[config.mk]
export PLATFORM = sky130hd
export DESIGN_NAME = dual_wheel_ramped_pi_speed_loop
export DESIGN_NICKNAME = d
export VERILOG_FILES = /design/src/sv/dwpi_pkg.sv /design/src/sv/dual_wheel_ramped_pi_speed_loop.sv /design/src/sv/dwpi_seq.sv /design/src/sv/dwpi_dp.sv
export VERILOG_INCLUDE_DIRS = /design/src /design/src/sv
export SDC_FILE = /design/constraint.sdc
export NUM_CORES = 2
export LEC_CHECK = 0
export BUFFER_PORTS_ARGS = -buffer_cell sky130_fd_sc_hd__buf_2
export CORE_AREA = 2 2 293 295
export CTS_CLUSTER_SIZE = 20
export DETAILED_ROUTE_END_ITERATION = 10
export DIE_AREA = 0 0 295 297
export PLACE_DENSITY_LB_ADDON = 0.1
export REMOVE_ABC_BUFFERS = 1
export SYNTH_ARGS = -nofsm -noshare
export SYNTH_HDL_FRONTEND = slang
export SYNTH_SLANG_ARGS = --single-unit
[constraint.sdc]
create_clock -name clk -period 20.1 [get_ports clk]
set_input_delay 4.02 -clock clk [delete_from_list [all_inputs] [get_ports clk]]
set_output_delay 4.02 -clock clk [all_outputs]
set_load 0.01 [all_outputs]
[src/sv/assert_macros.svh]
// ----------------------------------------------------------------------------
// assertion macros
// clocked assertion helpers shared by the speed loop modules
// ----------------------------------------------------------------------------
`ifndef ASSERT_MACROS_SVH
`define ASSERT_MACROS_SVH
`ifndef ASSERT_OFF
`define DWPI_ASSERT(lbl, clk, rstn, prop, msg) \
  lbl: assert property (@(posedge clk) disable iff (!rstn) prop) else $error(msg);
`define DWPI_ASSERT_NEVER(lbl, clk, rstn, cond, msg) \
  lbl: assert property (@(posedge clk) disable iff (!rstn) !(cond)) else $error(msg);
`else
`define DWPI_ASSERT(lbl, clk, rstn, prop, msg)
`define DWPI_ASSERT_NEVER(lbl, clk, rstn, cond, msg)
`endif
`endif

[src/sv/dwpi_pkg.sv]
// ----------------------------------------------------------------------------
// dwpi_pkg
// types, register codes, control word layout and microprogram of the loop
// ----------------------------------------------------------------------------
package dwpi_pkg;

  localparam int WHEELS = 2;
  localparam int CH_W   = 1;
  localparam int PC_W   = 4;

  // register indexes
  localparam logic [2:0] REG_SLEW_STEP   = 3'd0;
  localparam logic [2:0] REG_FF_GAIN     = 3'd1;
  localparam logic [2:0] REG_KP_GAIN     = 3'd2;
  localparam logic [2:0] REG_KI_GAIN     = 3'd3;
  localparam logic [2:0] REG_TIME_STEP   = 3'd4;
  localparam logic [2:0] REG_INTEG_CLAMP = 3'd5;

  localparam logic [14:0] RST_SLEW_STEP   = 15'd77;
  localparam logic [15:0] RST_FF_GAIN     = 16'd2294;
  localparam logic [15:0] RST_KP_GAIN     = 16'd1311;
  localparam logic [15:0] RST_KI_GAIN     = 16'd655;
  localparam logic [15:0] RST_TIME_STEP   = 16'd328;
  localparam logic [14:0] RST_INTEG_CLAMP = 15'd5120;

  typedef struct packed {
    logic               kind;
    logic signed [15:0] target_left;
    logic signed [15:0] target_right;
    logic signed [15:0] speed_left;
    logic signed [15:0] speed_right;
  } in_beat_t;

  typedef struct packed {
    logic signed [15:0] drive_left;
    logic signed [15:0] drive_right;
    logic               left_clamped;
    logic               right_clamped;
  } out_beat_t;

  typedef struct packed {
    logic [14:0] slew_step;
    logic [15:0] ff_gain;
    logic [15:0] kp_gain;
    logic [15:0] ki_gain;
    logic [15:0] time_step;
    logic [14:0] integ_clamp;
  } cfg_t;

  // multiplier operand select
  localparam logic [2:0] MUL_NONE = 3'd0;
  localparam logic [2:0] MUL_TS   = 3'd1;
  localparam logic [2:0] MUL_FF   = 3'd2;
  localparam logic [2:0] MUL_KP   = 3'd3;
  localparam logic [2:0] MUL_KI   = 3'd4;

  // accumulator op
  localparam logic [1:0] ACC_HOLD   = 2'd0;
  localparam logic [1:0] ACC_CLR    = 2'd1;
  localparam logic [1:0] ACC_ADD_HI = 2'd2;
  localparam logic [1:0] ACC_ADD_LO = 2'd3;

  // alu op
  localparam logic [2:0] ALU_NOP   = 3'd0;
  localparam logic [2:0] ALU_RAMP  = 3'd1;
  localparam logic [2:0] ALU_ERR   = 3'd2;
  localparam logic [2:0] ALU_INTEG = 3'd3;
  localparam logic [2:0] ALU_DRIVE = 3'd4;
  localparam logic [2:0] ALU_CLEAR = 3'd5;

  // sequencer jump
  localparam logic [2:0] JMP_NEXT     = 3'd0;
  localparam logic [2:0] JMP_WAIT     = 3'd1;
  localparam logic [2:0] JMP_IF_CLEAR = 3'd2;
  localparam logic [2:0] JMP_IF_MORE  = 3'd3;
  localparam logic [2:0] JMP_ALWAYS   = 3'd4;

  // program steps
  localparam logic [PC_W-1:0] PC_IDLE     = 4'd0;
  localparam logic [PC_W-1:0] PC_DISPATCH = 4'd1;
  localparam logic [PC_W-1:0] PC_RAMP     = 4'd2;
  localparam logic [PC_W-1:0] PC_ERR      = 4'd3;
  localparam logic [PC_W-1:0] PC_MUL_TS   = 4'd4;
  localparam logic [PC_W-1:0] PC_INTEG    = 4'd5;
  localparam logic [PC_W-1:0] PC_MUL_KP   = 4'd6;
  localparam logic [PC_W-1:0] PC_MUL_KI   = 4'd7;
  localparam logic [PC_W-1:0] PC_SUM      = 4'd8;
  localparam logic [PC_W-1:0] PC_DRIVE    = 4'd9;
  localparam logic [PC_W-1:0] PC_EMIT     = 4'd10;
  localparam logic [PC_W-1:0] PC_CLEAR    = 4'd11;

  typedef struct packed {
    logic [2:0]      mul_sel;
    logic [1:0]      acc_op;
    logic [2:0]      alu_op;
    logic [2:0]      jmp;
    logic [PC_W-1:0] tgt;
    logic            emit;
  } ctrl_t;

  typedef struct packed {
    logic kind;
    logic last;
  } dp_status_t;

  function automatic ctrl_t cw_make(logic [2:0] mul_sel, logic [1:0] acc_op,
                                    logic [2:0] alu_op, logic [2:0] jmp,
                                    logic [PC_W-1:0] tgt, logic emit);
    ctrl_t w;
    w.mul_sel = mul_sel;
    w.acc_op  = acc_op;
    w.alu_op  = alu_op;
    w.jmp     = jmp;
    w.tgt     = tgt;
    w.emit    = emit;
    return w;
  endfunction

  function automatic ctrl_t rom_word(logic [PC_W-1:0] pc);
    ctrl_t w;
    unique case (pc)
      PC_IDLE:     w = cw_make(MUL_NONE, ACC_HOLD, ALU_NOP, JMP_WAIT, PC_IDLE, 1'b0);
      PC_DISPATCH: w = cw_make(MUL_NONE, ACC_HOLD, ALU_NOP, JMP_IF_CLEAR, PC_CLEAR, 1'b0);
      PC_RAMP:     w = cw_make(MUL_NONE, ACC_HOLD, ALU_RAMP, JMP_NEXT, PC_IDLE, 1'b0);
      PC_ERR:      w = cw_make(MUL_NONE, ACC_HOLD, ALU_ERR, JMP_NEXT, PC_IDLE, 1'b0);
      PC_MUL_TS:   w = cw_make(MUL_TS, ACC_HOLD, ALU_NOP, JMP_NEXT, PC_IDLE, 1'b0);
      PC_INTEG:    w = cw_make(MUL_FF, ACC_CLR, ALU_INTEG, JMP_NEXT, PC_IDLE, 1'b0);
      PC_MUL_KP:   w = cw_make(MUL_KP, ACC_ADD_HI, ALU_NOP, JMP_NEXT, PC_IDLE, 1'b0);
      PC_MUL_KI:   w = cw_make(MUL_KI, ACC_ADD_HI, ALU_NOP, JMP_NEXT, PC_IDLE, 1'b0);
      PC_SUM:      w = cw_make(MUL_NONE, ACC_ADD_LO, ALU_NOP, JMP_NEXT, PC_IDLE, 1'b0);
      PC_DRIVE:    w = cw_make(MUL_NONE, ACC_HOLD, ALU_DRIVE, JMP_IF_MORE, PC_RAMP, 1'b0);
      PC_EMIT:     w = cw_make(MUL_NONE, ACC_HOLD, ALU_NOP, JMP_ALWAYS, PC_IDLE, 1'b1);
      PC_CLEAR:    w = cw_make(MUL_NONE, ACC_HOLD, ALU_CLEAR, JMP_ALWAYS, PC_EMIT, 1'b0);
      default:     w = cw_make(MUL_NONE, ACC_HOLD, ALU_NOP, JMP_ALWAYS, PC_IDLE, 1'b0);
    endcase
    return w;
  endfunction

endpackage

[src/sv/dual_wheel_ramped_pi_speed_loop.sv]
// ----------------------------------------------------------------------------
// dual_wheel_ramped_pi_speed_loop
// Two-wheel ramped PI speed loop with feedforward and drive clamp. A single
// shared 32x17 multiplier is used by a short microprogram that steps through
// the ramp, error, integral and drive sum of one wheel after the other; a
// clear beat zeroes the ramp and integral state of both wheels instead. The
// emit step stalls while the output register still holds a result that has
// not been taken. A new beat is taken only when the program is back at its
// idle step; a finished result waits in the output register, so the next
// beat may already be in work.
// Configuration writes are taken at any time but are meant for idle periods.
// ----------------------------------------------------------------------------
`include "assert_macros.svh"

module dual_wheel_ramped_pi_speed_loop
  import dwpi_pkg::*;
#(
  parameter int CHANNELS = 2
)
(
  input  logic        clk,
  input  logic        rst_n,
  input  logic        in_valid,
  output logic        in_ready,
  input  in_beat_t    in_data,
  output logic        out_valid,
  input  logic        out_ready,
  output out_beat_t   out_data,
  input  logic        cfg_we,
  input  logic [2:0]  cfg_idx,
  input  logic [15:0] cfg_wdata
);

  localparam int ACTIVE = (CHANNELS < WHEELS) ? CHANNELS : WHEELS;

  cfg_t       cfg_r;
  ctrl_t      cw;
  dp_status_t st;
  out_beat_t  res;
  out_beat_t  out_data_r;
  logic       out_valid_r;
  logic       out_valid_nxt;
  logic       idle;
  logic       in_fire;
  logic       out_busy;
  logic       emit_go;

  assign in_ready  = idle;
  assign in_fire   = in_valid && idle;
  assign out_busy  = out_valid_r && !out_ready;
  assign emit_go   = cw.emit && !out_busy;
  assign out_valid = out_valid_r;
  assign out_data  = out_data_r;

  always_ff @(posedge clk) begin
    if (!rst_n) begin
      cfg_r.slew_step   <= RST_SLEW_STEP;
      cfg_r.ff_gain     <= RST_FF_GAIN;
      cfg_r.kp_gain     <= RST_KP_GAIN;
      cfg_r.ki_gain     <= RST_KI_GAIN;
      cfg_r.time_step   <= RST_TIME_STEP;
      cfg_r.integ_clamp <= RST_INTEG_CLAMP;
    end else if (cfg_we) begin
      unique case (cfg_idx)
        REG_SLEW_STEP:   cfg_r.slew_step   <= cfg_wdata[14:0];
        REG_FF_GAIN:     cfg_r.ff_gain     <= cfg_wdata;
        REG_KP_GAIN:     cfg_r.kp_gain     <= cfg_wdata;
        REG_KI_GAIN:     cfg_r.ki_gain     <= cfg_wdata;
        REG_TIME_STEP:   cfg_r.time_step   <= cfg_wdata;
        REG_INTEG_CLAMP: cfg_r.integ_clamp <= cfg_wdata[14:0];
        default: ;
      endcase
    end
  end

  dwpi_seq u_seq (
    .clk      (clk),
    .rst_n    (rst_n),
    .in_fire  (in_fire),
    .out_busy (out_busy),
    .st       (st),
    .cw       (cw),
    .idle     (idle)
  );

  dwpi_dp #(
    .ACTIVE (ACTIVE)
  ) u_dp (
    .clk     (clk),
    .rst_n   (rst_n),
    .in_fire (in_fire),
    .in_data (in_data),
    .cfg     (cfg_r),
    .cw      (cw),
    .st      (st),
    .res     (res)
  );

  always_comb begin
    out_valid_nxt = out_valid_r;
    if (emit_go) begin
      out_valid_nxt = 1'b1;
    end else if (out_ready) begin
      out_valid_nxt = 1'b0;
    end
  end

  always_ff @(posedge clk) begin
    if (!rst_n) begin
      out_valid_r <= 1'b0;
    end else begin
      out_valid_r <= out_valid_nxt;
    end
  end

  always_ff @(posedge clk) begin
    if (emit_go) begin
      out_data_r <= res;
    end
  end

  `DWPI_ASSERT(a_left_range, clk, rst_n, out_valid_r |-> (out_data_r.drive_left <= 16'sd16384 && out_data_r.drive_left >= -16'sd16384), "left drive out of range")
  `DWPI_ASSERT(a_left_flag, clk, rst_n, (out_valid_r && out_data_r.left_clamped) |-> (out_data_r.drive_left == 16'sd16384 || out_data_r.drive_left == -16'sd16384), "left flag without full drive")
  `DWPI_ASSERT_NEVER(a_right_flag, clk, rst_n, out_valid_r && out_data_r.right_clamped && out_data_r.drive_right != 16'sd16384 && out_data_r.drive_right != -16'sd16384, "right flag without full drive")

endmodule

[src/sv/dwpi_seq.sv]
// ----------------------------------------------------------------------------
// dwpi_seq
// step counter and control store; one control word per step
// ----------------------------------------------------------------------------
`include "assert_macros.svh"

module dwpi_seq
  import dwpi_pkg::*;
(
  input  logic       clk,
  input  logic       rst_n,
  input  logic       in_fire,
  input  logic       out_busy,
  input  dp_status_t st,
  output ctrl_t      cw,
  output logic       idle
);

  logic [PC_W-1:0] pc_r;
  logic [PC_W-1:0] pc_nxt;
  logic [PC_W-1:0] pc_inc;

  assign cw     = rom_word(pc_r);
  assign idle   = (pc_r == PC_IDLE);
  assign pc_inc = pc_r + 1'b1;

  always_comb begin
    unique case (cw.jmp)
      JMP_NEXT:     pc_nxt = pc_inc;
      JMP_WAIT:     pc_nxt = in_fire ? pc_inc : pc_r;
      JMP_IF_CLEAR: pc_nxt = st.kind ? cw.tgt : pc_inc;
      JMP_IF_MORE:  pc_nxt = st.last ? pc_inc : cw.tgt;
      JMP_ALWAYS:   pc_nxt = cw.tgt;
      default:      pc_nxt = PC_IDLE;
    endcase
    // result slot still full
    if (cw.emit && out_busy) begin
      pc_nxt = pc_r;
    end
  end

  always_ff @(posedge clk) begin
    if (!rst_n) begin
      pc_r <= PC_IDLE;
    end else begin
      pc_r <= pc_nxt;
    end
  end

  `DWPI_ASSERT(a_fire_dispatch, clk, rst_n, in_fire |=> pc_r == PC_DISPATCH, "beat not dispatched")
  `DWPI_ASSERT(a_emit_hold, clk, rst_n, (cw.emit && out_busy) |=> pc_r == PC_EMIT, "emit step left while busy")

endmodule

[src/sv/dwpi_dp.sv]
// ----------------------------------------------------------------------------
// dwpi_dp
// wheel datapath: ramp, error, clamped integral and shared multiplier with
// accumulator for the drive sum
// ----------------------------------------------------------------------------
`include "assert_macros.svh"

module dwpi_dp
  import dwpi_pkg::*;
#(
  parameter int ACTIVE = 2
)
(
  input  logic       clk,
  input  logic       rst_n,
  input  logic       in_fire,
  input  in_beat_t   in_data,
  input  cfg_t       cfg,
  input  ctrl_t      cw,
  output dp_status_t st,
  output out_beat_t  res
);

  localparam logic [CH_W-1:0] ACT_LAST = CH_W'(ACTIVE - 1);

  in_beat_t           in_r;
  logic [CH_W-1:0]    ch_r;
  logic [CH_W-1:0]    ch_nxt;
  logic signed [15:0] ramp_r  [WHEELS];
  logic signed [31:0] integ_r [WHEELS];
  logic signed [15:0] spd_r;
  logic signed [16:0] err_r;
  logic signed [47:0] prod_r;
  logic signed [50:0] acc_r;
  logic signed [15:0] drive_r [WHEELS];
  logic               flag_r  [WHEELS];

  logic signed [15:0] tgt;
  logic signed [15:0] raw;
  logic signed [15:0] ramp_cur;
  logic signed [31:0] integ_cur;
  logic signed [15:0] spd_nxt;
  logic signed [16:0] diff;
  logic signed [16:0] lim;
  logic signed [16:0] ramp_sum;
  logic signed [15:0] ramp_nxt;
  logic signed [16:0] err_nxt;
  logic signed [31:0] ilim;
  logic signed [34:0] isum;
  logic signed [31:0] integ_nxt;
  logic signed [31:0] mul_a;
  logic signed [16:0] mul_b;
  logic signed [48:0] mul_full;
  logic signed [50:0] acc_nxt;
  logic signed [50:0] rnd;
  logic signed [24:0] q;
  logic signed [15:0] drive_nxt;
  logic               flag_nxt;

  assign tgt       = (ch_r != '0) ? in_r.target_right : in_r.target_left;
  assign raw       = (ch_r != '0) ? in_r.speed_right : in_r.speed_left;
  assign ramp_cur  = ramp_r[ch_r];
  assign integ_cur = integ_r[ch_r];

  // ramp slew
  always_comb begin
    spd_nxt = (raw == 16'sh8000) ? 16'sh7fff : -raw;
    lim     = signed'({2'b00, cfg.slew_step});
    diff    = 17'(tgt) - 17'(ramp_cur);
    if (diff > lim) begin
      diff = lim;
    end else if (diff < -lim) begin
      diff = -lim;
    end
    ramp_sum = 17'(ramp_cur) + diff;
    ramp_nxt = ramp_sum[15:0];
    err_nxt  = 17'(ramp_cur) - 17'(spd_r);
  end

  // integral clamp
  always_comb begin
    ilim = signed'({1'b0, cfg.integ_clamp, 16'h0000});
    isum = 35'(integ_cur) + 35'(prod_r);
    if (isum > 35'(ilim)) begin
      isum = 35'(ilim);
    end else if (isum < -35'(ilim)) begin
      isum = -35'(ilim);
    end
    integ_nxt = isum[31:0];
  end

  // shared multiplier
  always_comb begin
    unique case (cw.mul_sel)
      MUL_TS: begin
        mul_a = 32'(err_r);
        mul_b = signed'({1'b0, cfg.time_step});
      end
      MUL_FF: begin
        mul_a = 32'(ramp_cur);
        mul_b = signed'({1'b0, cfg.ff_gain});
      end
      MUL_KP: begin
        mul_a = 32'(err_r);
        mul_b = signed'({1'b0, cfg.kp_gain});
      end
      MUL_KI: begin
        mul_a = integ_cur;
        mul_b = signed'({1'b0, cfg.ki_gain});
      end
      default: begin
        mul_a = '0;
        mul_b = '0;
      end
    endcase
    mul_full = mul_a * mul_b;
  end

  always_comb begin
    unique case (cw.acc_op)
      ACC_HOLD:   acc_nxt = acc_r;
      ACC_CLR:    acc_nxt = '0;
      ACC_ADD_HI: acc_nxt = acc_r + (51'(prod_r) <<< 16);
      ACC_ADD_LO: acc_nxt = acc_r + 51'(prod_r);
      default:    acc_nxt = acc_r;
    endcase
  end

  // round to q2.14 and clamp
  always_comb begin
    rnd       = acc_r + 51'sd33554432;
    q         = rnd[50:26];
    drive_nxt = q[15:0];
    flag_nxt  = 1'b0;
    if (q > 25'sd16384) begin
      drive_nxt = 16'sd16384;
      flag_nxt  = 1'b1;
    end else if (q < -25'sd16384) begin
      drive_nxt = -16'sd16384;
      flag_nxt  = 1'b1;
    end
  end

  always_comb begin
    ch_nxt = ch_r;
    if (in_fire) begin
      ch_nxt = '0;
    end else if (cw.alu_op == ALU_DRIVE && ch_r != ACT_LAST) begin
      ch_nxt = ch_r + 1'b1;
    end
  end

  always_ff @(posedge clk) begin
    if (!rst_n) begin
      ch_r    <= '0;
      ramp_r  <= '{default: '0};
      integ_r <= '{default: '0};
    end else begin
      ch_r <= ch_nxt;
      unique case (cw.alu_op)
        ALU_RAMP:  ramp_r[ch_r]  <= ramp_nxt;
        ALU_INTEG: integ_r[ch_r] <= integ_nxt;
        ALU_CLEAR: begin
          ramp_r  <= '{default: '0};
          integ_r <= '{default: '0};
        end
        default: ;
      endcase
    end
  end

  always_ff @(posedge clk) begin
    prod_r <= mul_full[47:0];
    acc_r  <= acc_nxt;
    if (in_fire) begin
      in_r    <= in_data;
      drive_r <= '{default: '0};
      flag_r  <= '{default: 1'b0};
    end
    if (cw.alu_op == ALU_RAMP) begin
      spd_r <= spd_nxt;
    end
    if (cw.alu_op == ALU_ERR) begin
      err_r <= err_nxt;
    end
    if (cw.alu_op == ALU_DRIVE) begin
      drive_r[ch_r] <= drive_nxt;
      flag_r[ch_r]  <= flag_nxt;
    end
  end

  assign st.kind = in_r.kind;
  assign st.last = (ch_r == ACT_LAST);

  assign res.drive_left    = drive_r[0];
  assign res.drive_right   = drive_r[1];
  assign res.left_clamped  = flag_r[0];
  assign res.right_clamped = flag_r[1];

  `DWPI_ASSERT(a_integ_bound, clk, rst_n, cw.alu_op == ALU_INTEG |=> (integ_cur <= ilim && integ_cur >= -ilim), "integral beyond its limit")

endmodule
==> metrics <==
Tmin final=10.54 ns; period utilisation layout=52.5%; Setup Fix Bufs, Post-CTS=0; Final Instance Count excl. Fillers=6539; vias in the first global route=36900; Post-DP HPWL=110000 um; Power Total=4.09 mW; net switching fraction of the power=41.0%; gr ovfl total=0; Clock Latency Late Sink=0.65 ns; Reg clk slew, reported paths=0.06 ns; Final Skew=0.0515 ns; Final Hold Fails=0; # DRC=0; area of the multi-input gates=0.0319 mm^2; Top Ports=125; Max-Cap Viols=0; first-pass GRT wire length=217000 um; top_reg_cell synth=dfxtp_1; CTS tree=built; Worst EP required=20.63 ns; FFs w/ async S/R, synth=0%; cell leakage power=23.2 nW; status=complete, no violations; Simple-Gate Fraction of Synth Area=15.3%; Setup TNS=0 ns; syn_area_per_cell=8.81 um^2; Setup WS post-layout=9.56 ns; H-tree depth=2; worst hold margin=0.431 ns; FF+latch count, synth=476; crit-path max cell delay=0.96 ns; hold_buf cts=0; slew of the pin with the lowest slew margin=1.28 ns; placer congestion estimate=0.999; antenna violations before repair=0; NetSw=1.68 mW; VDD IR max=0.145 mV; die area=0.0876 mm^2; diodes inserted=0; Netlist cell types=80; Power Dens Cells=81.0 mW/mm^2; RSZ-0062 raised after global routing=false; TritonCTS Buffers=53; share of layout cells above drive strength 1=7.17%; Layout fillers=7517; compound-cell area share of the yosys netlist=14.9%; clock group share of total power=25.0%; final instance area=0.0505 mm^2; Nets=6283; count of input and output buffers=124; CTS root buf=clkbuf_16; dpl cell area=0.0486 mm^2; Iteration-0 DRC Markers=3761; die height=297 um; normalized max-slew margin=14.8%; worst-path fanout max=55; CP Capture Type=flip-flop; Hold WC Path Type=reg2reg; XOR/XNOR Fraction of Synth Area=4.36%; largest family of logic cells by synthesized area=adder cells; DRT Wirelength=140000 um; DRT antenna net count=0; Post-Place Cells=6439; pre-CTS setup slack=9.70 ns; drt first pass iters=6; Reg area=0.0114 mm^2; CP Data Arrival Time=11.07 ns; sequential area share after synthesis=24.3%; largest net degree at the start of global routing=75; Yosys warnings=0; Logic pwr share=43.4%; Util after Layout=59.7%; mux share of post-synthesis cell area=3.03%; sequential share of power=31.6%; Resized cells post-CTS=0; Core Region=0.0845 mm^2; fmax=94.8 MHz; Die W=295 um; Clock Path Buffers=3; Post-Syn Instances=5318; number of synthesized flops with an enable pin=183; Area Overhead vs Synth=7.74%; CP Launch Type=flip-flop; Clock Sinks=476; vias per inst=5.82; mapped cell area=0.0468 mm^2; fin. max-slew vios=0; slowest cell on the critical path=dfxtp_4; final setup violation count=0; Initial Util=55.4%; cell mode on critical path=fa_1; via count=38000; Adder-Cell Fraction of Synth Area=30.4%; GR Util All Layers=32.2%; Setup CP Type=reg2reg; Pint=2.41 mW; Cell Rows=107; post-DR wirelength/cell=21.5 um
-- kinds of logic after synthesis --
kind of cell | Yosys count
AOI/OAI and AO/OA | 1055
xor gates and xnor gates | 233
adders and majority gates | 844
buffers and inverters | 955
DFF | 476
muxes | 133
and+or+nand+nor | 1622
-- power groups by stage --
| stage | clock [mW] | sequential [mW] | combinational [mW] |
|---|---|---|---|
| 3_3_place_gp | 0 | 1.30 | 1.72 |
| 6_report | 1.02 | 1.29 | 1.77 |
| 5_1_grt | 1.07 | 1.30 | 1.96 |
| 2_1_floorplan | 0 | 1.28 | 1.23 |
| 3_5_place_dp | 0 | 1.31 | 1.73 |
| 4_1_cts | 1.04 | 1.29 | 1.74 |
-- state kept, by name (all words and copies together) (netlist names) --
signal,cells
cfg_r,94
u_dp.in_r,64
u_seq.pc_r,4
u_seq.cw,15
u_dp.st,1
u_dp.prod_r,48
u_dp.ramp_r,32
u_dp.ch_r,1
out_data,34
u_dp.acc_r,51
u_dp.spd_r,16
out_valid,1
u_dp.integ_r,64
u_dp.err_r,17
u_dp.res,34
-- layout make-up --
type,instances,area share (%)
multi-input combinational,3887,63.3
sequential,476,22.5
inverter,747,5.56
clock buffer,68,2.90
tap,1144,2.84
timing repair buffer,185,2.14
clock inverter,32,0.719
-- synthesized netlist by cell type (63+ instances only) --
library cell | number | area [um^2]
inv_1 | 745 | 2800
nand2_1 | 675 | 2530
fa_1 | 490 | 9810
nor2_1 | 470 | 1760
ha_1 | 354 | 4430
dfxtp_1 | 293 | 5870
a21oi_1 | 245 | 1230
clkbuf_1 | 192 | 721
edfxtp_1 | 183 | 5500
o21ai_0 | 173 | 866
xnor2_1 | 151 | 1320
a21o_1 | 131 | 983
nand3_1 | 105 | 526
xor2_1 | 82 | 718
a21boi_0 | 80 | 601
nor2b_1 | 75 | 469
mux2_2 | 69 | 777
mux2i_1 | 63 | 631
-- critical path: cells and delay by family, from the launching register on --
kind	cells	cell delay, ns
muxes	1	0.47
xor gates and xnor gates	1	0.16
adders and majority gates	7	3.31
AOI/OAI and AO/OA	12	4.51
DFF	1	0.96
and+or+nand+nor	2	0.22
buffers and inverters	5	0.79
-- metal layers --
layer	GRT usage (%)	vias to the layer above	share of wire, %
met5	0	-	0
met4	10.7	0	3.8
met3	6.37	288	9.1
met2	48.2	1550	43
met1	46.7	18400	44
li1	-	17800	-
-- layout by cell type, fill, tap and decap left out, types with 12 or more instances in the layout --
master	synthesis	final
o21a_1	44	44
or3_1	16	16
mux2_2	69	69
inv_1	745	745
nor2b_1	75	73
dfxtp_1	293	290
o22ai_1	29	29
and2_1	29	27
mux2i_1	63	63
nor2_1	470	470
o21ai_1	19	19
a221o_1	15	15
ha_1	354	354
xor2_1	82	82
clkbuf_16	0	55
xnor2_1	151	151
o21bai_1	33	33
and3_1	49	49
o31ai_1	18	18
a211oi_1	27	27
a22oi_1	60	60
nand2b_1	48	48
a21o_1	131	131
o21ai_0	173	166
or2_2	12	12
buf_2	2	123
a22o_1	38	38
a21oi_1	245	239
nor3_1	61	61
a31oi_1	33	33
nand2_1	675	675
a21boi_0	80	80
edfxtp_1	183	183
nand3_1	105	105
nand4_1	30	30
fa_1	490	490
o211ai_1	18	18
buf_4	0	62
-- worst paths after layout --
check                            startpoint              end  slack [ns]  cells after the start
worst min-delay path            u_dp.res[2]      out_data[2]        0.43                      0
worst max register to register    u_dp.ch_r  u_dp.prod_r[47]        9.56                     28
worst min register to register  u_dp.res[2]      out_data[2]        0.43                      0
worst max-delay path              u_dp.ch_r  u_dp.prod_r[47]        9.56                     28
(Power assumes the default switching activity.)
